`config.mk`:
```
export PLATFORM = sky130hd
export DESIGN_NAME = text_escape_engine_top
export DESIGN_NICKNAME = d
export VERILOG_FILES = /design/src/tee_pkg.sv /design/src/text_escape_engine_top.sv /design/src/tee_front.sv /design/src/tee_queue.sv /design/src/tee_back.sv
export SDC_FILE = /design/constraint.sdc
export NUM_CORES = 1
export LEC_CHECK = 0
export BUFFER_PORTS_ARGS = -buffer_cell sky130_fd_sc_hd__buf_4
export CORE_ASPECT_RATIO = 1.25
export CORE_MARGIN = 10
export CORE_UTILIZATION = 61
export DETAILED_ROUTE_END_ITERATION = 8
export PLACE_DENSITY = 0.87
export SKIP_CTS_REPAIR_TIMING = 1
export SLEW_MARGIN = 20
export SYNTH_ARGS = -nofsm -noshare
export SYNTH_HDL_FRONTEND = slang
export SYNTH_SLANG_ARGS = --single-unit
```
`constraint.sdc`:
```
create_clock -name clock -period 4.55 [get_ports clock]
set_input_delay 0.91 -clock clock [delete_from_list [all_inputs] [get_ports clock]]
set_output_delay 0.91 -clock clock [all_outputs]
set_load 0.1 [all_outputs]
```
`src/tee_pkg.sv`:
```
`timescale 1ns / 1ps

package tee_pkg;

   typedef enum logic [1:0] {
      MODE_JSON = 2'd0,
      MODE_HTML = 2'd1,
      MODE_SQL  = 2'd2,
      MODE_RSVD = 2'd3
   } mode_type;

   localparam int SEQ_MAX     = 6;
   localparam int LEN_W       = $clog2(SEQ_MAX + 1);
   localparam int IDX_W       = $clog2(SEQ_MAX);
   localparam int QUEUE_DEPTH = 2;
   localparam int QPTR_W      = $clog2(QUEUE_DEPTH);
   localparam int QCNT_W      = $clog2(QUEUE_DEPTH + 1);
   localparam int CSR_ADDR_W  = 3;
   localparam int CSR_DATA_W  = 32;

   localparam logic [CSR_ADDR_W-3:0] REG_ESCAPE_MODE = '0;

   typedef struct packed {
      logic [7:0] in_byte;
      logic       string_end;
   } req_type;

   typedef struct packed {
      logic [7:0] out_byte;
      logic       run_last;
      logic       string_end_out;
   } rsp_type;

   typedef struct packed {
      logic [SEQ_MAX-1:0][7:0] seq;
      logic [LEN_W-1:0]        len;
      logic                    str_end;
   } esc_type;

   typedef struct packed {
      logic push;
      logic pop;
      logic full;
      logic empty;
   } qctl_type;

endpackage

```
`src/text_escape_engine_top.sv`:
```
`timescale 1ns / 1ps

// text escaper: each byte pushed comes out as its escaped run of one to six
// bytes (json, html or sql rules, picked by the escape_mode register at
// address 0; the reserved mode passes bytes unchanged), one result beat per
// cycle while the receiver pops, the final beat of a run carrying run_last
// and the string end mark. plain text flows at one byte per clock while the
// receiver pops; a byte that expands to n bytes holds the output until all n
// are popped, and the two-entry queue between the classifier and the emitter
// fills and raises full while the run drains. a pushed byte goes into the
// queue, then into the registered output beat, before it reaches the result
// ports. change escape_mode only while nothing is in flight.
module text_escape_engine_top (
   input  logic                               clock,
   input  logic                               reset,
   input  logic                               push,
   output logic                               full,
   input  tee_pkg::req_type                   req_data,
   output logic                               empty,
   input  logic                               pop,
   output tee_pkg::rsp_type                   rsp_data,
   input  logic                               psel,
   input  logic                               penable,
   input  logic                               pwrite,
   input  logic [tee_pkg::CSR_ADDR_W-1:0]     paddr,
   input  logic [tee_pkg::CSR_DATA_W-1:0]     pwdata,
   output logic [tee_pkg::CSR_DATA_W-1:0]     prdata,
   output logic                               pready
);
   import tee_pkg::*;

   mode_type mode_ff, mode_in;
   esc_type  esc, head;
   qctl_type qctl;
   logic     head_done;
   logic     csr_hit;

   assign pready  = 1'b1;
   assign csr_hit = (paddr[CSR_ADDR_W-1:2] == REG_ESCAPE_MODE);
   assign prdata  = csr_hit ? {{(CSR_DATA_W-2){1'b0}}, mode_ff} : '0;

   always_comb begin
      mode_in = mode_ff;
      if (psel && penable && pwrite && pready && csr_hit) begin
         mode_in = mode_type'(pwdata[1:0]);
      end
   end

   always_ff @(posedge clock) begin
      if (reset) begin
         mode_ff <= MODE_JSON;
      end else begin
         mode_ff <= mode_in;
      end
   end

   tee_front u_front (
      .mode     (mode_ff),
      .req_data (req_data),
      .esc      (esc)
   );

   tee_queue u_queue (
      .clock   (clock),
      .reset   (reset),
      .wr_data (esc),
      .rd_data (head),
      .push_in (push),
      .pop_in  (head_done),
      .qctl    (qctl)
   );

   assign full = qctl.full;

   tee_back u_back (
      .clock      (clock),
      .reset      (reset),
      .head       (head),
      .head_valid (!qctl.empty),
      .head_done  (head_done),
      .rsp_data   (rsp_data),
      .empty      (empty),
      .pop        (pop)
   );

endmodule

```
`src/tee_front.sv`:
```
`timescale 1ns / 1ps

module tee_front (
   input  tee_pkg::mode_type mode,
   input  tee_pkg::req_type  req_data,
   output tee_pkg::esc_type  esc
);
   import tee_pkg::*;

   localparam logic [7:0] CH_BSL   = 8'h5C;
   localparam logic [7:0] CH_DQ    = 8'h22;
   localparam logic [7:0] CH_SQ    = 8'h27;
   localparam logic [7:0] CH_AMP   = 8'h26;
   localparam logic [7:0] CH_LT    = 8'h3C;
   localparam logic [7:0] CH_GT    = 8'h3E;
   localparam logic [7:0] CH_SEMI  = 8'h3B;
   localparam logic [7:0] CH_HASH  = 8'h23;
   localparam logic [7:0] CH_ZERO  = 8'h30;
   localparam logic [7:0] CH_SUB   = 8'h1A;
   localparam logic [7:0] CH_NUL   = 8'h00;
   localparam logic [7:0] CH_BS    = 8'h08;
   localparam logic [7:0] CH_TAB   = 8'h09;
   localparam logic [7:0] CH_LF    = 8'h0A;
   localparam logic [7:0] CH_FF    = 8'h0C;
   localparam logic [7:0] CH_CR    = 8'h0D;
   localparam logic [7:0] CH_SPACE = 8'h20;

   function automatic logic [7:0] hex_char(input logic [3:0] nib);
      logic [7:0] r;
      if (nib < 4'd10) begin
         r = 8'h30 + {4'd0, nib};
      end else begin
         r = 8'h57 + {4'd0, nib};
      end
      return r;
   endfunction

   logic [7:0] c;

   assign c = req_data.in_byte;

   always_comb begin
      esc         = '0;
      esc.str_end = req_data.string_end;
      esc.seq[0]  = c;
      esc.len     = LEN_W'(1);
      case (mode)
         MODE_JSON: begin
            if (c == CH_DQ || c == CH_BSL) begin
               esc.seq[0] = CH_BSL; esc.seq[1] = c; esc.len = LEN_W'(2);
            end else if (c == CH_BS) begin
               esc.seq[0] = CH_BSL; esc.seq[1] = "b"; esc.len = LEN_W'(2);
            end else if (c == CH_FF) begin
               esc.seq[0] = CH_BSL; esc.seq[1] = "f"; esc.len = LEN_W'(2);
            end else if (c == CH_LF) begin
               esc.seq[0] = CH_BSL; esc.seq[1] = "n"; esc.len = LEN_W'(2);
            end else if (c == CH_CR) begin
               esc.seq[0] = CH_BSL; esc.seq[1] = "r"; esc.len = LEN_W'(2);
            end else if (c == CH_TAB) begin
               esc.seq[0] = CH_BSL; esc.seq[1] = "t"; esc.len = LEN_W'(2);
            end else if (c < CH_SPACE) begin
               esc.seq[0] = CH_BSL;
               esc.seq[1] = "u";
               esc.seq[2] = CH_ZERO;
               esc.seq[3] = CH_ZERO;
               esc.seq[4] = hex_char(c[7:4]);
               esc.seq[5] = hex_char(c[3:0]);
               esc.len    = LEN_W'(6);
            end
         end
         MODE_HTML: begin
            if (c == CH_AMP) begin
               esc.seq[0] = CH_AMP; esc.seq[1] = "a"; esc.seq[2] = "m";
               esc.seq[3] = "p";    esc.seq[4] = CH_SEMI;
               esc.len    = LEN_W'(5);
            end else if (c == CH_LT) begin
               esc.seq[0] = CH_AMP; esc.seq[1] = "l"; esc.seq[2] = "t";
               esc.seq[3] = CH_SEMI;
               esc.len    = LEN_W'(4);
            end else if (c == CH_GT) begin
               esc.seq[0] = CH_AMP; esc.seq[1] = "g"; esc.seq[2] = "t";
               esc.seq[3] = CH_SEMI;
               esc.len    = LEN_W'(4);
            end else if (c == CH_DQ) begin
               esc.seq[0] = CH_AMP; esc.seq[1] = "q"; esc.seq[2] = "u";
               esc.seq[3] = "o";    esc.seq[4] = "t"; esc.seq[5] = CH_SEMI;
               esc.len    = LEN_W'(6);
            end else if (c == CH_SQ) begin
               esc.seq[0] = CH_AMP; esc.seq[1] = CH_HASH; esc.seq[2] = "x";
               esc.seq[3] = "2";    esc.seq[4] = "7";     esc.seq[5] = CH_SEMI;
               esc.len    = LEN_W'(6);
            end
         end
         MODE_SQL: begin
            if (c == CH_SQ) begin
               esc.seq[0] = CH_SQ; esc.seq[1] = CH_SQ; esc.len = LEN_W'(2);
            end else if (c == CH_DQ || c == CH_BSL) begin
               esc.seq[0] = CH_BSL; esc.seq[1] = c; esc.len = LEN_W'(2);
            end else if (c == CH_NUL) begin
               esc.seq[0] = CH_BSL; esc.seq[1] = CH_ZERO; esc.len = LEN_W'(2);
            end else if (c == CH_SUB) begin
               esc.seq[0] = CH_BSL; esc.seq[1] = "Z"; esc.len = LEN_W'(2);
            end
         end
         default: begin
            esc.seq[0] = c;
            esc.len    = LEN_W'(1);
         end
      endcase
   end

endmodule

```
`src/tee_queue.sv`:
```
`timescale 1ns / 1ps

module tee_queue (
   input  logic             clock,
   input  logic             reset,
   input  tee_pkg::esc_type wr_data,
   output tee_pkg::esc_type rd_data,
   input  logic             push_in,
   input  logic             pop_in,
   output tee_pkg::qctl_type qctl
);
   import tee_pkg::*;

   esc_type           mem_ff [QUEUE_DEPTH];
   logic [QPTR_W-1:0] wr_ptr_ff, wr_ptr_in;
   logic [QPTR_W-1:0] rd_ptr_ff, rd_ptr_in;
   logic [QCNT_W-1:0] count_ff, count_in;
   logic              do_push, do_pop;

   assign qctl.full  = (count_ff == QCNT_W'(QUEUE_DEPTH));
   assign qctl.empty = (count_ff == '0);
   assign qctl.push  = do_push;
   assign qctl.pop   = do_pop;
   assign do_push    = push_in && !qctl.full;
   assign do_pop     = pop_in && !qctl.empty;
   assign rd_data    = mem_ff[rd_ptr_ff];

   always_comb begin
      wr_ptr_in = wr_ptr_ff;
      rd_ptr_in = rd_ptr_ff;
      count_in  = count_ff;
      if (do_push) begin
         wr_ptr_in = (wr_ptr_ff == QPTR_W'(QUEUE_DEPTH - 1)) ? '0 : wr_ptr_ff + 1'b1;
      end
      if (do_pop) begin
         rd_ptr_in = (rd_ptr_ff == QPTR_W'(QUEUE_DEPTH - 1)) ? '0 : rd_ptr_ff + 1'b1;
      end
      if (do_push && !do_pop) begin
         count_in = count_ff + 1'b1;
      end else if (do_pop && !do_push) begin
         count_in = count_ff - 1'b1;
      end
   end

   always_ff @(posedge clock) begin
      if (reset) begin
         wr_ptr_ff <= '0;
         rd_ptr_ff <= '0;
         count_ff  <= '0;
      end else begin
         wr_ptr_ff <= wr_ptr_in;
         rd_ptr_ff <= rd_ptr_in;
         count_ff  <= count_in;
      end
   end

   always_ff @(posedge clock) begin
      if (do_push) begin
         mem_ff[wr_ptr_ff] <= wr_data;
      end
   end

   a_count_bound: assert property (@(posedge clock) disable iff (reset)
      count_ff <= QCNT_W'(QUEUE_DEPTH))
      else $error("queue count beyond depth");

   a_count_up: assert property (@(posedge clock) disable iff (reset)
      do_push && !do_pop |=> count_ff == $past(count_ff) + 1'b1)
      else $error("queue count missed a write");

   a_ptr_match: assert property (@(posedge clock) disable iff (reset)
      (qctl.empty || qctl.full) |-> wr_ptr_ff == rd_ptr_ff)
      else $error("queue pointers out of step with count");

endmodule

```
`src/tee_back.sv`:
```
`timescale 1ns / 1ps

module tee_back (
   input  logic             clock,
   input  logic             reset,
   input  tee_pkg::esc_type head,
   input  logic             head_valid,
   output logic             head_done,
   output tee_pkg::rsp_type rsp_data,
   output logic             empty,
   input  logic             pop
);
   import tee_pkg::*;

   logic [IDX_W-1:0] idx_ff, idx_in;
   logic             valid_ff, valid_in;
   rsp_type          rsp_ff, rsp_in;
   logic             load, is_last;

   assign load      = head_valid && (!valid_ff || pop);
   assign is_last   = (LEN_W'(idx_ff) + 1'b1) == head.len;
   assign head_done = load && is_last;
   assign rsp_data  = rsp_ff;
   assign empty     = !valid_ff;

   always_comb begin
      idx_in   = idx_ff;
      valid_in = valid_ff;
      rsp_in   = rsp_ff;
      if (load) begin
         valid_in              = 1'b1;
         rsp_in.out_byte       = head.seq[idx_ff];
         rsp_in.run_last       = is_last;
         rsp_in.string_end_out = is_last && head.str_end;
         idx_in                = is_last ? '0 : idx_ff + 1'b1;
      end else if (pop) begin
         valid_in = 1'b0;
      end
   end

   always_ff @(posedge clock) begin
      if (reset) begin
         idx_ff   <= '0;
         valid_ff <= 1'b0;
      end else begin
         idx_ff   <= idx_in;
         valid_ff <= valid_in;
      end
   end

   always_ff @(posedge clock) begin
      rsp_ff <= rsp_in;
   end

   a_end_on_last: assert property (@(posedge clock) disable iff (reset)
      valid_ff && !rsp_ff.run_last |-> !rsp_ff.string_end_out)
      else $error("string end flagged before last beat of run");

   a_idx_in_run: assert property (@(posedge clock) disable iff (reset)
      head_valid |-> LEN_W'(idx_ff) < head.len)
      else $error("byte index past run length");

   a_hold_stalled: assert property (@(posedge clock) disable iff (reset)
      valid_ff && !pop |=> valid_ff && $stable(rsp_ff))
      else $error("stalled result beat changed");

endmodule

```
# Word level (Yosys, flattened, before mapping)
# Memory sizes are Yosys's and may differ from the RTL's. A register that Yosys moved wholly into a read port is not among the register bits.
# Index checks and enable logic that the tools add are counted.
# word_totals
register_bits	20
output_inout_bits	45
ram_bits	104
input_bits	51
n_memories	1
elab_cells	106
# classes
muxes	44
eq_ne	16
reduce_logical	22
addsub	9
bitwise_logic	1
order_cmp	4
# memory_table
memory	depth	word_bits	rd	rd_clocked_by_memory_dff	write_ports	line	rtl
u_queue.mem_ff	2	52	1	1	1	tee_queue.sv:14	esc_type mem_ff [QUEUE_DEPTH];
# op_table
operator	n
$mux 32	6
$mux 19	8
$mux 49	2
$mux 35	2
$pmux 32 s2	1
$mux 51	1
$mux 43	1
$eq 8x4->1 const B	5
$eq 8x6->1 const B	5
$mux 18	2
$pmux 11 s3	1
$mux 16	2
$mux 8	4
$bmux 8 s3	1
$pmux 8 s3	1
$add 7x4->8 const A	2
$add 6x4->7 const A	2
$logic_and 1x1->1	10
$eq 8x5->1 const B	1
$eq 8x7->1 const B	1
$logic_not 8->1	1
$lt 4x4->1 const B	2
$lt 8x6->1 const B	1
$mux 1	8
other kinds (15)	26

# Logic depth before layout (Yosys ltp)
# logic_depth
ltp_word	10
ltp_mapped	9
mapped_depth_nobuf	8

# Cells and area by module
# A second synthesis with hierarchy kept.
# hier_totals
cells_unflattened	477
area_unflattened_um2	6438.7
# by_module_without_submodules
module	cells_per_inst	area_per_inst_um2	n_inst	seq_area_each_um2
tee_queue	190	3975.1	1	3223.1
tee_front	165	1152.4	1	0.0
tee_back	77	954.7	1	380.4
text_escape_engine_top	45	356.6	1	40.0

# Least setup slack after synthesis
# Ideal clock, no wire load.
# synth_path
path_kind	input port to flip-flop
startpoint	in push
endpoint	mem u_queue.mem_ff[0][0] in the netlist's numbering (enable)
n_path_buf	0
arrival_ps	2847
slack_ps	1258
path_stages	2
setup_time_ps	445
required_time_ps	4105
cell_sequence	nand2_1 > nor2_1
# synth_between
elab_chain_cells	3
# synth_lines
element	line	rtl
start, declared	text_escape_engine_top.sv:16	input logic push,
$logic_and 1x1->1	tee_queue.sv:24	assign do_push = push_in && !qctl.full;
$mux 1	tee_queue.sv:58	if (do_push) begin
$mux 1 (implied by the code)	tee_queue.sv:59	mem_ff[wr_ptr_ff] <= wr_data;
end, declared	tee_queue.sv:14	
# No other way between the ends.

==> results.md <==
* Status: finished, final reports clean
* Reg area at 3160 um^2
* Number of synthesized flops with an enable pin at 98
* Num rows at 38
* Placer's final routability congestion estimate at 0.927
* Synthesized flop and latch total at 109
* Max_slew headroom at 28.7%
* GRT overflow at 0
* Yosys warning count at 0
* First-pass GRT wire length at 18.1 mm
* DRC Markers at 0
* Hold Slack at 0.491 ns
* Post-DR wirelength/cell at 19.9 um
* Filler cells at 623
* TritonCTS Buffers at 9
* Sum of negative setup slack at 0 ns
* Static Leak at 2.15 nW
* CP dominant cell by count: buf_4
* # clock sinks at 109
* Fin crit period at 3.23 ns
* Multi-input logic area at 2060 um^2
* Post-DRT Antenna Nets at 0
* CTS H-tree depth at 3
* Pin count of the biggest net entering global routing at 45
* ANT cells at 0
* Cells after Synth at 429
* Root Driver: clkbuf_8
* CP required at 4.68 ns
* Worst skew pair latency at 0.36 ns
* Drt via density at 6.04
* CP peak stage delay at 0.55 ns
* Crit path DAT at 3.36 ns
* Final setup viols at 0
* Die W at 105 um
* Antenna violations before repair at 0
* CP max stage cell: nand3_1
* Initial core utilization at 63.0%
* Final WL at 11.4 mm
* Bufs and invs on worst path at 3
* Vias in the first global route at 3,590
* Worst setup margin at 1.32 ns
* Commonest register cell after synthesis: edfxtp_1
* Die ar. at 13,300 um^2
* DP Worst Slack at 1.02 ns
* Post-synthesis cell area at 5510 um^2
* DRT Pass-1 Iters at 5
* Tcrit/Tclk final at 71.0%
* Worst path depth at 9
* Clk_skew at 0.00805 ns
* Top delay family on crit path: simple AND/OR/NAND/NOR gates
* Worst reg-to-reg path cell count at 6
* Async SR Flop Fraction at 0%
* Fin. Hold Viols at 0
* Synth cell types at 59
* Most frequent cells in the layout: 98 x edfxtp_1, 35 x buf_4, 33 x conb_1, 27 x nor2_1, 21 x o21ai_0
* Max clock buf depth at 2
* Critical R2R Capture: u_queue.count_ff[1]
* Syn_area_per_cell at 12.9 um^2
* Layout cells sized above 1 at 18.0%
* Reg2Reg Setup Slack at 1.80 ns
* Design area at 5930 um^2
* Worst VDD drop at 0.211 mV
* Critical path destination: u_queue.mem_ff[0][47]
* Max Freq at 309 MHz
* Core Util, Final at 67.8%
* Startpoint Class: input port
* Crit. End Element: flip-flop
* Setup CP Type: input port to flip-flop
* Critical Path Start: req_data[2]
* Final net count at 513
* RSZ-0062 raised after global routing: false
* Worst Tran Pin Value at 1.07 ns
* Core footprint at 8750 um^2
* # port buffers at 32
* Detailed placement HPWL at 8.07 mm
* Max-cap check violation count at 0
* Vias post-DR at 3,477
* HP Class: flip-flop to flip-flop
* Most common cell after layout, fill and taps aside: edfxtp_1
* Placed cell area at 5710 um^2
* Max Transition Viols Final at 0
* # IOs at 96
* Crit path cell chain: buf_4, inv_1, ha_1, nand4_1, nor3b_1, buf_4, nor3_1, nand3_1, o41ai_1
* Pwr per Cell Area at 571 nW/um^2
* Synth-to-layout area growth at 7.63%
* GRT Total Usage at 16.9%
* Die Y at 126 um
* Clock-pin transition on the worst setup and hold timing paths at 0.09 ns
* CP max FO at 15
* CTS tree: done
* DR iter-0 viols at 304
* Post-synthesis sequential area ratio at 57.4%
[area by class of cell]
| cell class | instances | area share, % |
|---|---|---|
| Multi-Input combinational cell | 277 | 34.7 |
| Clock inverter | 6 | 1.46 |
| Inverter | 19 | 1.20 |
| Tap cell | 120 | 2.53 |
| Sequential cell | 109 | 53.3 |
| Clock buffer | 10 | 2.32 |
| Timing Repair Buffer | 35 | 4.43 |
[stage by stage]
| stage | instances | total power [mW] |
|---|---|---|
| finish | 576 | 3.39 |
| global route | 576 | 3.52 |
| CTS | 576 | 3.40 |
| detailed placement | 560 | 2.78 |
| global placement | 560 | 2.74 |
| floorplan | 460 | 2.52 |
[power by group]
part | total, mW | internal [mW] | switching (mW)
Combinational | 1.29 | 0.374 | 0.912
Clock | 0.635 | 0.324 | 0.311
Sequential | 1.47 | 1.35 | 0.118
Total | 3.39 | 2.05 | 1.34
[worst min path at each step]
stage / start / to / depth (start not counted)
after floorplan: u_back.valid_ff / u_back.valid_ff / 2
after global placement: u_back.valid_ff / u_back.valid_ff / 2
after detailed placement: u_back.valid_ff / u_back.valid_ff / 2
after CTS: u_back.valid_ff / u_back.valid_ff / 2
after global routing: u_back.valid_ff / u_back.valid_ff / 2
final: u_back.valid_ff / u_back.valid_ff / 2
[metal layers]
metal | share of wire (%) | up-vias | global-route usage (%)
met3 | 5.1 | 23 | 2.81
met5 | 0 | - | 0
li1 | - | 1595 | -
met1 | 40 | 1727 | 19.3
met4 | 2.2 | 0 | 8.25
met2 | 53 | 132 | 30.1
[sequential cells by signal (all words and copies together), names as in the netlist, named ones only]
register and cells:
u_queue.rd_ptr_ff 1, u_back.valid_ff 1, u_back.rsp_data 10, u_queue.count_ff 2
mode_ff 2, u_queue.wr_ptr_ff 1, u_back.idx_ff 3, u_queue.mem_ff 88
[tightest hold or removal path, stage by stage (launching register included)]
cell and delay, ns:
dfxtp_1 0.32, nand2b_1 0.08, a21oi_1 0.06
[cells by family (layout without fill, tap and decap cells)]
logic type               Yosys count  after routing  share of synthesized area [%]
flip-flops                       109            109                           57.4
multiplexers                      33             33                           10.3
XOR/XNOR                           9              9                           1.43
buffers and inverters             74             70                           7.51
other                              2             33                          0.136
adder cells (fa/ha/maj)           11             11                           2.50
AND/OR/NAND/NOR                  109            109                           10.8
AO/OA/AOI/OAI                     82             82                           9.94
[synth_stat cells (all sizes together), types with 4 or more instances]
cell,number,area [um^2]
a21o,4,30.0
a21oi,15,75.1
a31oi,4,25.0
and3,6,42.5
buf,38,274
clkbuf,16,60.1
dfxtp,11,220
edfxtp,98,2940
ha,11,138
inv,19,71.3
mux2i,13,130
mux4,19,428
nand2,18,67.6
nand2b,7,43.8
nand3,8,40.0
nand4,6,37.5
nand4b,4,35.0
nor2,28,105
nor2b,10,62.6
nor3,8,40.0
o21ai,22,114
o22ai,9,56.3
xnor2,4,35.0
xor2,5,43.8
(Power assumes the default switching activity.)
